[src/rtl/core/nbfm_pkg.sv]
`timescale 1ns / 1ps
package nbfm_pkg;

   localparam int SampleWidth = 16;
   localparam int CordicSteps = 30;
   localparam int FracBits    = 32 - SampleWidth;

   typedef enum logic [3:0] {
      S_IDLE, S_RE, S_IM, S_INIT, S_ROT, S_SCALE, S_Y, S_YF, S_FB_B, S_FB_A, S_OUT
   } state_type;

   typedef enum logic [3:0] {
      OP_NONE, OP_LOAD, OP_RE, OP_IM, OP_INIT, OP_ROT, OP_SCALE, OP_Y, OP_YF,
      OP_FB_B, OP_FB_A, OP_OUT
   } op_type;

   typedef struct packed {
      op_type     op;
      logic [4:0] idx;
   } cmd_type;

   function automatic logic [31:0] atan_lut(input logic [4:0] i);
      logic [31:0] r;
      case (i)
         5'd0:  r = 32'h20000000;
         5'd1:  r = 32'h12E4051D;
         5'd2:  r = 32'h09FB385B;
         5'd3:  r = 32'h051111D4;
         5'd4:  r = 32'h028B0D43;
         5'd5:  r = 32'h0145D7E1;
         5'd6:  r = 32'h00A2F61E;
         5'd7:  r = 32'h00517C55;
         5'd8:  r = 32'h0028BE53;
         5'd9:  r = 32'h00145F2E;
         5'd10: r = 32'h000A2F98;
         5'd11: r = 32'h000517CC;
         5'd12: r = 32'h00028BE6;
         5'd13: r = 32'h000145F3;
         5'd14: r = 32'h0000A2F9;
         5'd15: r = 32'h0000517C;
         5'd16: r = 32'h000028BE;
         5'd17: r = 32'h0000145F;
         5'd18: r = 32'h00000A2F;
         5'd19: r = 32'h00000517;
         5'd20: r = 32'h0000028B;
         5'd21: r = 32'h00000145;
         5'd22: r = 32'h000000A2;
         5'd23: r = 32'h00000051;
         5'd24: r = 32'h00000028;
         5'd25: r = 32'h00000014;
         5'd26: r = 32'h0000000A;
         5'd27: r = 32'h00000005;
         5'd28: r = 32'h00000002;
         5'd29: r = 32'h00000001;
         default: r = 32'h0;
      endcase
      return r;
   endfunction

   function automatic logic signed [31:0] coef_b(input logic [2:0] k);
      logic signed [31:0] r;
      case (k)
         3'd0, 3'd4: r = 32'sd250584;
         3'd1, 3'd3: r = 32'sd1002337;
         3'd2:       r = 32'sd1503505;
         default:    r = 32'sd0;
      endcase
      return r;
   endfunction

   function automatic logic signed [31:0] coef_a(input logic [1:0] k);
      logic signed [31:0] r;
      case (k)
         2'd0:    r = -32'sd799090566;
         2'd1:    r = 32'sd918669219;
         2'd2:    r = -32'sd479454340;
         default: r = 32'sd95449577;
      endcase
      return r;
   endfunction

   // coefficient product rounded by 2^20
   function automatic logic signed [63:0] cmul(input logic signed [31:0] c,
                                               input logic signed [31:0] v);
      logic signed [63:0] p;
      p = 64'(c) * 64'(v);
      return (p + 64'sd524288) >>> 20;
   endfunction

   function automatic logic signed [63:0] sat64(input logic signed [63:0] v,
                                                input int bits);
      logic signed [63:0] hi;
      logic signed [63:0] lo;
      hi = (64'sd1 <<< (bits - 1)) - 64'sd1;
      lo = -hi - 64'sd1;
      return (v > hi) ? hi : ((v < lo) ? lo : v);
   endfunction

endpackage

[src/rtl/core/nbfm_ctrl.sv]
`timescale 1ns / 1ps
module nbfm_ctrl (
   input  logic              clock,
   input  logic              reset,
   input  logic              req_valid,
   output logic              req_stall,
   output logic              rsp_valid,
   input  logic              rsp_stall,
   output nbfm_pkg::cmd_type cmd
);
   import nbfm_pkg::*;

   state_type  state_ff, state_in;
   logic [4:0] cnt_ff, cnt_in;
   logic       rsp_valid_ff, rsp_valid_in;
   logic       out_free;

   always_ff @(posedge clock) begin
      if (reset) begin
         state_ff     <= S_IDLE;
         cnt_ff       <= '0;
         rsp_valid_ff <= 1'b0;
      end else begin
         state_ff     <= state_in;
         cnt_ff       <= cnt_in;
         rsp_valid_ff <= rsp_valid_in;
      end
   end

   always_comb begin
      out_free     = !rsp_valid_ff || !rsp_stall;
      state_in     = state_ff;
      cnt_in       = cnt_ff;
      rsp_valid_in = rsp_valid_ff && rsp_stall;
      cmd.op       = OP_NONE;
      cmd.idx      = cnt_ff;
      unique case (state_ff)
         S_IDLE: begin
            if (req_valid) begin
               cmd.op   = OP_LOAD;
               state_in = S_RE;
            end
         end
         S_RE: begin
            cmd.op   = OP_RE;
            state_in = S_IM;
         end
         S_IM: begin
            cmd.op   = OP_IM;
            state_in = S_INIT;
         end
         S_INIT: begin
            cmd.op   = OP_INIT;
            cnt_in   = '0;
            state_in = S_ROT;
         end
         S_ROT: begin
            cmd.op = OP_ROT;
            if (cnt_ff == 5'(CordicSteps - 1)) begin
               cnt_in   = '0;
               state_in = S_SCALE;
            end else begin
               cnt_in = cnt_ff + 5'd1;
            end
         end
         S_SCALE: begin
            cmd.op   = OP_SCALE;
            state_in = S_Y;
         end
         S_Y: begin
            cmd.op   = OP_Y;
            state_in = S_YF;
         end
         S_YF: begin
            cmd.op   = OP_YF;
            cnt_in   = '0;
            state_in = S_FB_B;
         end
         S_FB_B: begin
            cmd.op   = OP_FB_B;
            state_in = S_FB_A;
         end
         S_FB_A: begin
            cmd.op = OP_FB_A;
            if (cnt_ff == 5'd3) begin
               state_in = S_OUT;
            end else begin
               cnt_in   = cnt_ff + 5'd1;
               state_in = S_FB_B;
            end
         end
         S_OUT: begin
            if (out_free) begin
               cmd.op       = OP_OUT;
               rsp_valid_in = 1'b1;
               state_in     = S_IDLE;
            end
         end
         default: state_in = S_IDLE;
      endcase
   end

   assign req_stall = (state_ff != S_IDLE);
   assign rsp_valid = rsp_valid_ff;

   a_accept_starts: assert property (@(posedge clock) disable iff (reset)
      req_valid && !req_stall |=> state_ff == S_RE)
      else $error("accepted item did not start");
   a_rot_count: assert property (@(posedge clock) disable iff (reset)
      state_ff == S_ROT |-> cnt_ff < 5'(CordicSteps))
      else $error("rotation count out of range");
   a_out_valid: assert property (@(posedge clock) disable iff (reset)
      state_ff == S_OUT && state_in == S_IDLE |=> rsp_valid_ff)
      else $error("finished item not presented");
   a_no_overwrite: assert property (@(posedge clock) disable iff (reset)
      cmd.op == OP_OUT |-> out_free)
      else $error("pending result overwritten");

endmodule
[config.mk]
export PLATFORM = sky130hd
export DESIGN_NAME = nbfm_ctrl
export DESIGN_NICKNAME = d
export VERILOG_FILES = /design/src/rtl/core/nbfm_pkg.sv /design/src/rtl/core/nbfm_ctrl.sv
export SDC_FILE = /design/constraint.sdc
export NUM_CORES = 1
export LEC_CHECK = 0
export BUFFER_PORTS_ARGS = -buffer_cell sky130_fd_sc_hd__buf_2
export CAP_MARGIN = 20
export CORE_UTILIZATION = 45
export CTS_BUF_LIST = sky130_fd_sc_hd__clkbuf_16
export DETAILED_ROUTE_END_ITERATION = 7
export HOLD_SLACK_MARGIN = 0.05
export PLACE_DENSITY = 0.75
export RECOVER_POWER = 50
export SYNTH_ARGS = -nofsm -noshare
export SYNTH_HDL_FRONTEND = slang
export SYNTH_SLANG_ARGS = --single-unit
[constraint.sdc]
create_clock -name clock -period 1.7 [get_ports clock]
set_input_delay 0.17 -clock clock [delete_from_list [all_inputs] [get_ports clock]]
set_output_delay 0.17 -clock clock [all_outputs]
set_load 0.01 [all_outputs]
==> results.yml, run 1 <==
routing:
  vias_per_cell: 5.72
  drc: 0
  wl_per_cell_um: 13.4
  ant_nets: 0
  totalWireLength_mm: 1.46
  via_count: 624
  wl_met1_um: 589
  top_layer: "met3"
  drt-pass1-iter-count: 4
  wl_met2_um: 808
  routed-wl-met3_um: 62
  drt_iter0_drc: 4
logic_synthesis:
  synth_seq_area_share_pct: 32.0
  synth_xor_area_share_pct: 7.00
  synthMuxAreaShare_pct: 1.60
  synth-edff-count: 0
  yosysTopAreaCell: "dfxtp_1"
  synthFlopType: "dfxtp_1"
  synth_top_family_by_area: "simple AND/OR/NAND/NOR gates"
  syn_nets: 81
  netlist_area_um2: 626
  avgSynthCellArea_um2: 8.34
  synth_compound_area_share_pct: 22.6
  ys_ff_latch: 10
  synth_simple_gate_area_share_pct: 27.2
  netlist.area_leader.share_pct: 32.0
  synth_area_leaders: "dfxtp_1 (32%), xnor2_1 (5.6%), nor2_1 (4.8%)"
  yosys_warnings: 0
  synthArstFlopShare_pct: 0
  syn_inst: 75
  ys_types: 32
  synth_fa_ha_area_share_pct: 4.00
clocking:
  cts_tree: "built"
  cts.clk_slew.worst_paths_ns: 0.04
  ctsRootBufferMaster: "clkbuf_16"
  htreeDepth: 1
  ctsLongestPathBuffers: 2
  cts_hold_buf: 0
  clock_sinks: 10
  clock_latency_ns: 0.23
  numCtsBuffers: 3
timing:
  fin_crit_ns: 1.58
  hold_viol_final: 0
  tightest_slew_ns: 0.329
  rsz0062_at_grt: "no"
  fmax_ghz: 0.631
  slew_viol_final: 0
  finClkSkew_ns: 0.00323
  setup_viol: 0
  fin_crit_sh_pct: 93.2
  relSlewSlack_pct: 78.0
  fin_setup_tns_ns: 0
global_routing:
  gr-total-overflow: 0
  grt_usage_pct: 22.4
  antenna_found_initial: 0
  grt_pass1_vias: 551
  grt_start_max_net_pins: 13
  grt_pass1_wl_mm: 2.24
die:
  io_pins: 15
  fp.dieArea_um2: 1540
  die_h_um: 39.3
  core-area_um2: 1300
  start_util_pct: 48.1
  fp.dieW_um: 39.3
  rows: 13
layout:
  diodes: 0
  final_nets: 102
  design_area_um2: 821
  utilization_pct: 63.1
  synthToLayoutAreaGrowth_pct: 31.2
  drive_gt1_share_pct: 26.6
  layout.cells.non_filler: 109
  mostFrequentLayoutCells: "nor2_1 (8), dfxtp_1 (8), buf_2 (8)"
place:
  dp_cells: 106
  place_hpwl_mm: 1.06
  placed_area_um2: 743
  gp_congestion: 0.771
  place.port_buffers: 14
critical_path:
  rr_worst_depth: 4
  end_kind: "output port"
  cp_slowest_cell: "dfxtp_1"
  cp.arrival_ns: 1.41
  cp_cell_sequence: "buf_4 -> nand2_1 -> nor3b_2 -> nand2b_1 -> buf_2"
  startpoint_type: "flip-flop"
  cp.required_ns: 1.53
  cp_max_fo: 10
  crit_path_max_incr_delay_ns: 0.40
  critPathKind: "flip-flop to output port"
power_and_ir_drop:
  vdd_ir_drop_max_mv: 0.652
  power.density_nw_per_um2: 972
  p_leak_nw: 0.333
flow_run:
  maxCapViolCount: 0
min_path:
  hold_path_class: "input port to flip-flop"
  whs_path_depth: 2
run_status:
  status: "finished, final reports clean"
cells by family (layout without fill, tap and decap cells):
logic type,after synthesis,in the layout
AO/OA/AOI/OAI,19,19
XOR/XNOR,5,5
adder cells (fa/ha/maj),2,2
buffers and inverters,9,28
flip-flops,10,10
multiplexers,1,1
AND/OR/NAND/NOR,29,29
cell type report:
| class | count | area [um2] |
|---|---|---|
| clock buffer | 3 | 75.1 |
| tap | 15 | 18.8 |
| sequential | 10 | 203 |
| inverter | 5 | 18.8 |
| fill | 119 | 480 |
| multi-input combinational | 56 | 402 |
| timing repair buffer | 20 | 104 |
repair_timing:
item                                    4_1_cts  5_1_grt
setup buffers                                 0        0
gates resized for setup                       0        4
endpoints found under the setup margin        0        5
report_power, final:
part	total, mW	internal (mW)	switching [mW]
Sequential	0.266	0.248	0.0177
Combinational	0.133	0.0613	0.0712
Clock	0.400	0.304	0.0960
synth_stat cells (all sizes together) (3+ instances only):
cell and instances:
clkbuf 3, inv 5, nand3 4, nor2 8, a21oi 5, dfxtp 10
or4 3, xnor2 4, o21ai 3
worst paths after layout:
path / slack, ns / start / to
max reg2reg: 0.13 / cnt_ff[2] / cnt_ff[1]
min: 0.17 / reset / state_ff[3]
min reg2reg: 0.56 / state_ff[3] / state_ff[2]
max: 0.12 / state_ff[0] / cmd[8]
critical path, delay by kind of cell, from the launching register on:
| kind | cells | cell delay, ns |
|---|---|---|
| buffers and inverters | 2 | 0.33 |
| DFF | 1 | 0.40 |
| and+or+nand+nor | 3 | 0.46 |
sequential cells by signal, indices dropped and copies added (netlist names):
signal and flops:
rsp_valid 1, state_ff 4, cnt_ff 5
routing by layer:
| metal | vias to the layer above | GRT usage, % |
|---|---|---|
| met3 | 0 | 8.52 |
| met2 | 14 | 38.8 |
| met5 | - | 0 |
| met4 | 0 | 10.3 |
| li1 | 314 | - |
| met1 | 296 | 23.7 |
metrics by stage:
stage               hold WS, ns  power, mW  setup WS, ns
floorplan                 0.239      0.353         0.110
global placement          0.412      0.400         0.169
detailed placement        0.417      0.404         0.127
CTS                       0.176      0.810        0.0266
global route              0.189      0.835        0.0299
finish                    0.173      0.798         0.116
Note: power is estimated with default switching activity, not from simulation.
==> run 2: changes to the inputs <==
Settings changed: RECOVER_POWER 50 to default.
==> results.yml, run 2 (synthesis results as in run 1) <==
run_status:
  status: "finished, final reports clean"
timing:
  hold_ws_ns: 0.173
  fin_setup_tns_ns: 0
  hold_viol_final: 0
  setup_viol: 0
  relSlewSlack_pct: 78.0
  fin_crit_sh_pct: 93.0
  tightest_slew_ns: 0.329
  fin_crit_ns: 1.58
  slew_viol_final: 0
  fmax_ghz: 0.632
  rsz0062_at_grt: "no"
  finClkSkew_ns: 0.00315
clocking:
  cts_resized: 0
  cts_hold_buf: 0
  numCtsBuffers: 3
  ctsLongestPathBuffers: 2
  clock_sinks: 10
  cts_tree: "built"
  htreeDepth: 1
  clock_latency_ns: 0.23
  post_cts_buffers: 0
  cts.clk_slew.worst_paths_ns: 0.04
  ctsRootBufferMaster: "clkbuf_16"
layout:
  utilization_pct: 63.9
  mostFrequentLayoutCells: "buf_2 (14), nor2_1 (8), dfxtp_1 (8)"
  layout.cells.non_filler: 109
  diodes: 0
  synthToLayoutAreaGrowth_pct: 33.0
  num-fill-cells: 112
  final_nets: 102
  layout_commonest_cell: "buf_2"
  largest_reg_flops: 5
  largest_register: "cnt_ff"
  drive_gt1_share_pct: 34.0
routing:
  drt-pass1-iter-count: 4
  wl_per_cell_um: 13.4
  vias_per_cell: 5.68
  drc: 0
  ant_nets: 0
  drt_iter0_drc: 2
  totalWireLength_mm: 1.46
  via_count: 619
critical_path:
  worstReg2RegEnd: "cnt_ff[1]"
  cp.depth: 5
  cp.required_ns: 1.53
  critPathLaunch: "state_ff[0]"
  crit_family: "simple AND/OR/NAND/NOR gates"
  worstReg2RegStart: "cnt_ff[2]"
  cp.arrival_ns: 1.41
  end_kind: "output port"
  cp-endpoint: "cmd[8]"
  cp_cell_sequence: "buf_4 -> nand2_1 -> nor3b_2 -> nand2b_1 -> buf_2"
  cp_max_fo: 10
  crit_path_max_incr_delay_ns: 0.40
  startpoint_type: "flip-flop"
  cp_num_buf_inv: 2
  cp_slowest_cell: "dfxtp_1"
  rr_worst_depth: 4
  r2r_slack_ns: 0.14
  critPathKind: "flip-flop to output port"
global_routing:
  grt_usage_pct: 22.4
  gr-total-overflow: 0
  antenna_found_initial: 0
  grt_pass1_vias: 551
  grt_pass1_wl_mm: 2.24
  grt_start_max_net_pins: 13
power_and_ir_drop:
  p_leak_nw: 0.363
  p_total_mw: 0.802
  power.density_nw_per_um2: 964
  vdd_ir_drop_max_mv: 0.651
min_path:
  hold_path_class: "input port to flip-flop"
place:
  gp_congestion: 0.771
  place_hpwl_mm: 1.06
  dp_cells: 106
  place.port_buffers: 14
die:
  fp.dieArea_um2: 1540
  die_h_um: 39.3
  io_pins: 15
  core-area_um2: 1300
  start_util_pct: 48.1
  fp.dieW_um: 39.3
  rows: 13
flow_run:
  maxCapViolCount: 0
-- run 2: stage by stage --
stage | setup slack (ns) | cell area [um2]
6_report | 0.119 | 832
5_1_grt | 0.0313 | 832
4_1_cts | 0.0266 | 818
3_5_place_dp | 0.127 | 743
3_3_place_gp | 0.169 | 743
2_1_floorplan | 0.110 | 626
-- run 2: cell type report --
| cell class | count | area (um2) | area share, % |
|---|---|---|---|
| multi-input combinational | 56 | 402 | 48.3 |
| timing repair buffer | 20 | 115 | 13.8 |
| sequential | 10 | 203 | 24.4 |
| inverter | 5 | 18.8 | 2.26 |
| clock buffer | 3 | 75.1 | 9.02 |
| tap | 15 | 18.8 | 2.26 |
-- run 2: worst min-delay path by stage --
stage	start	end	slack [ns]	cells after the start
after floorplan	reset	rsp_valid	0.24	1
after global placement	reset	rsp_valid	0.41	2
after detailed placement	reset	rsp_valid	0.42	2
after CTS	reset	state_ff[3]	0.18	2
after global routing	reset	state_ff[1]	0.19	2
final	reset	state_ff[3]	0.17	2
-- run 2: where the power goes --
part	internal, mW	switching (mW)	leakage [nW]
clock network	0.304	0.0961	0.0370
registers	0.248	0.0178	0.0820
logic	0.0650	0.0710	0.244
-- run 2: layer usage --
metal | up-vias | part of all wire, % | GRT usage (%) | wire length (um)
li1 | 314 | - | - | -
met1 | 293 | 41 | 23.7 | 599
met2 | 12 | 55 | 38.8 | 806
met3 | 0 | 3.7 | 8.52 | 54
met4 | 0 | 0 | 10.3 | 0
met5 | - | 0 | 0 | 0
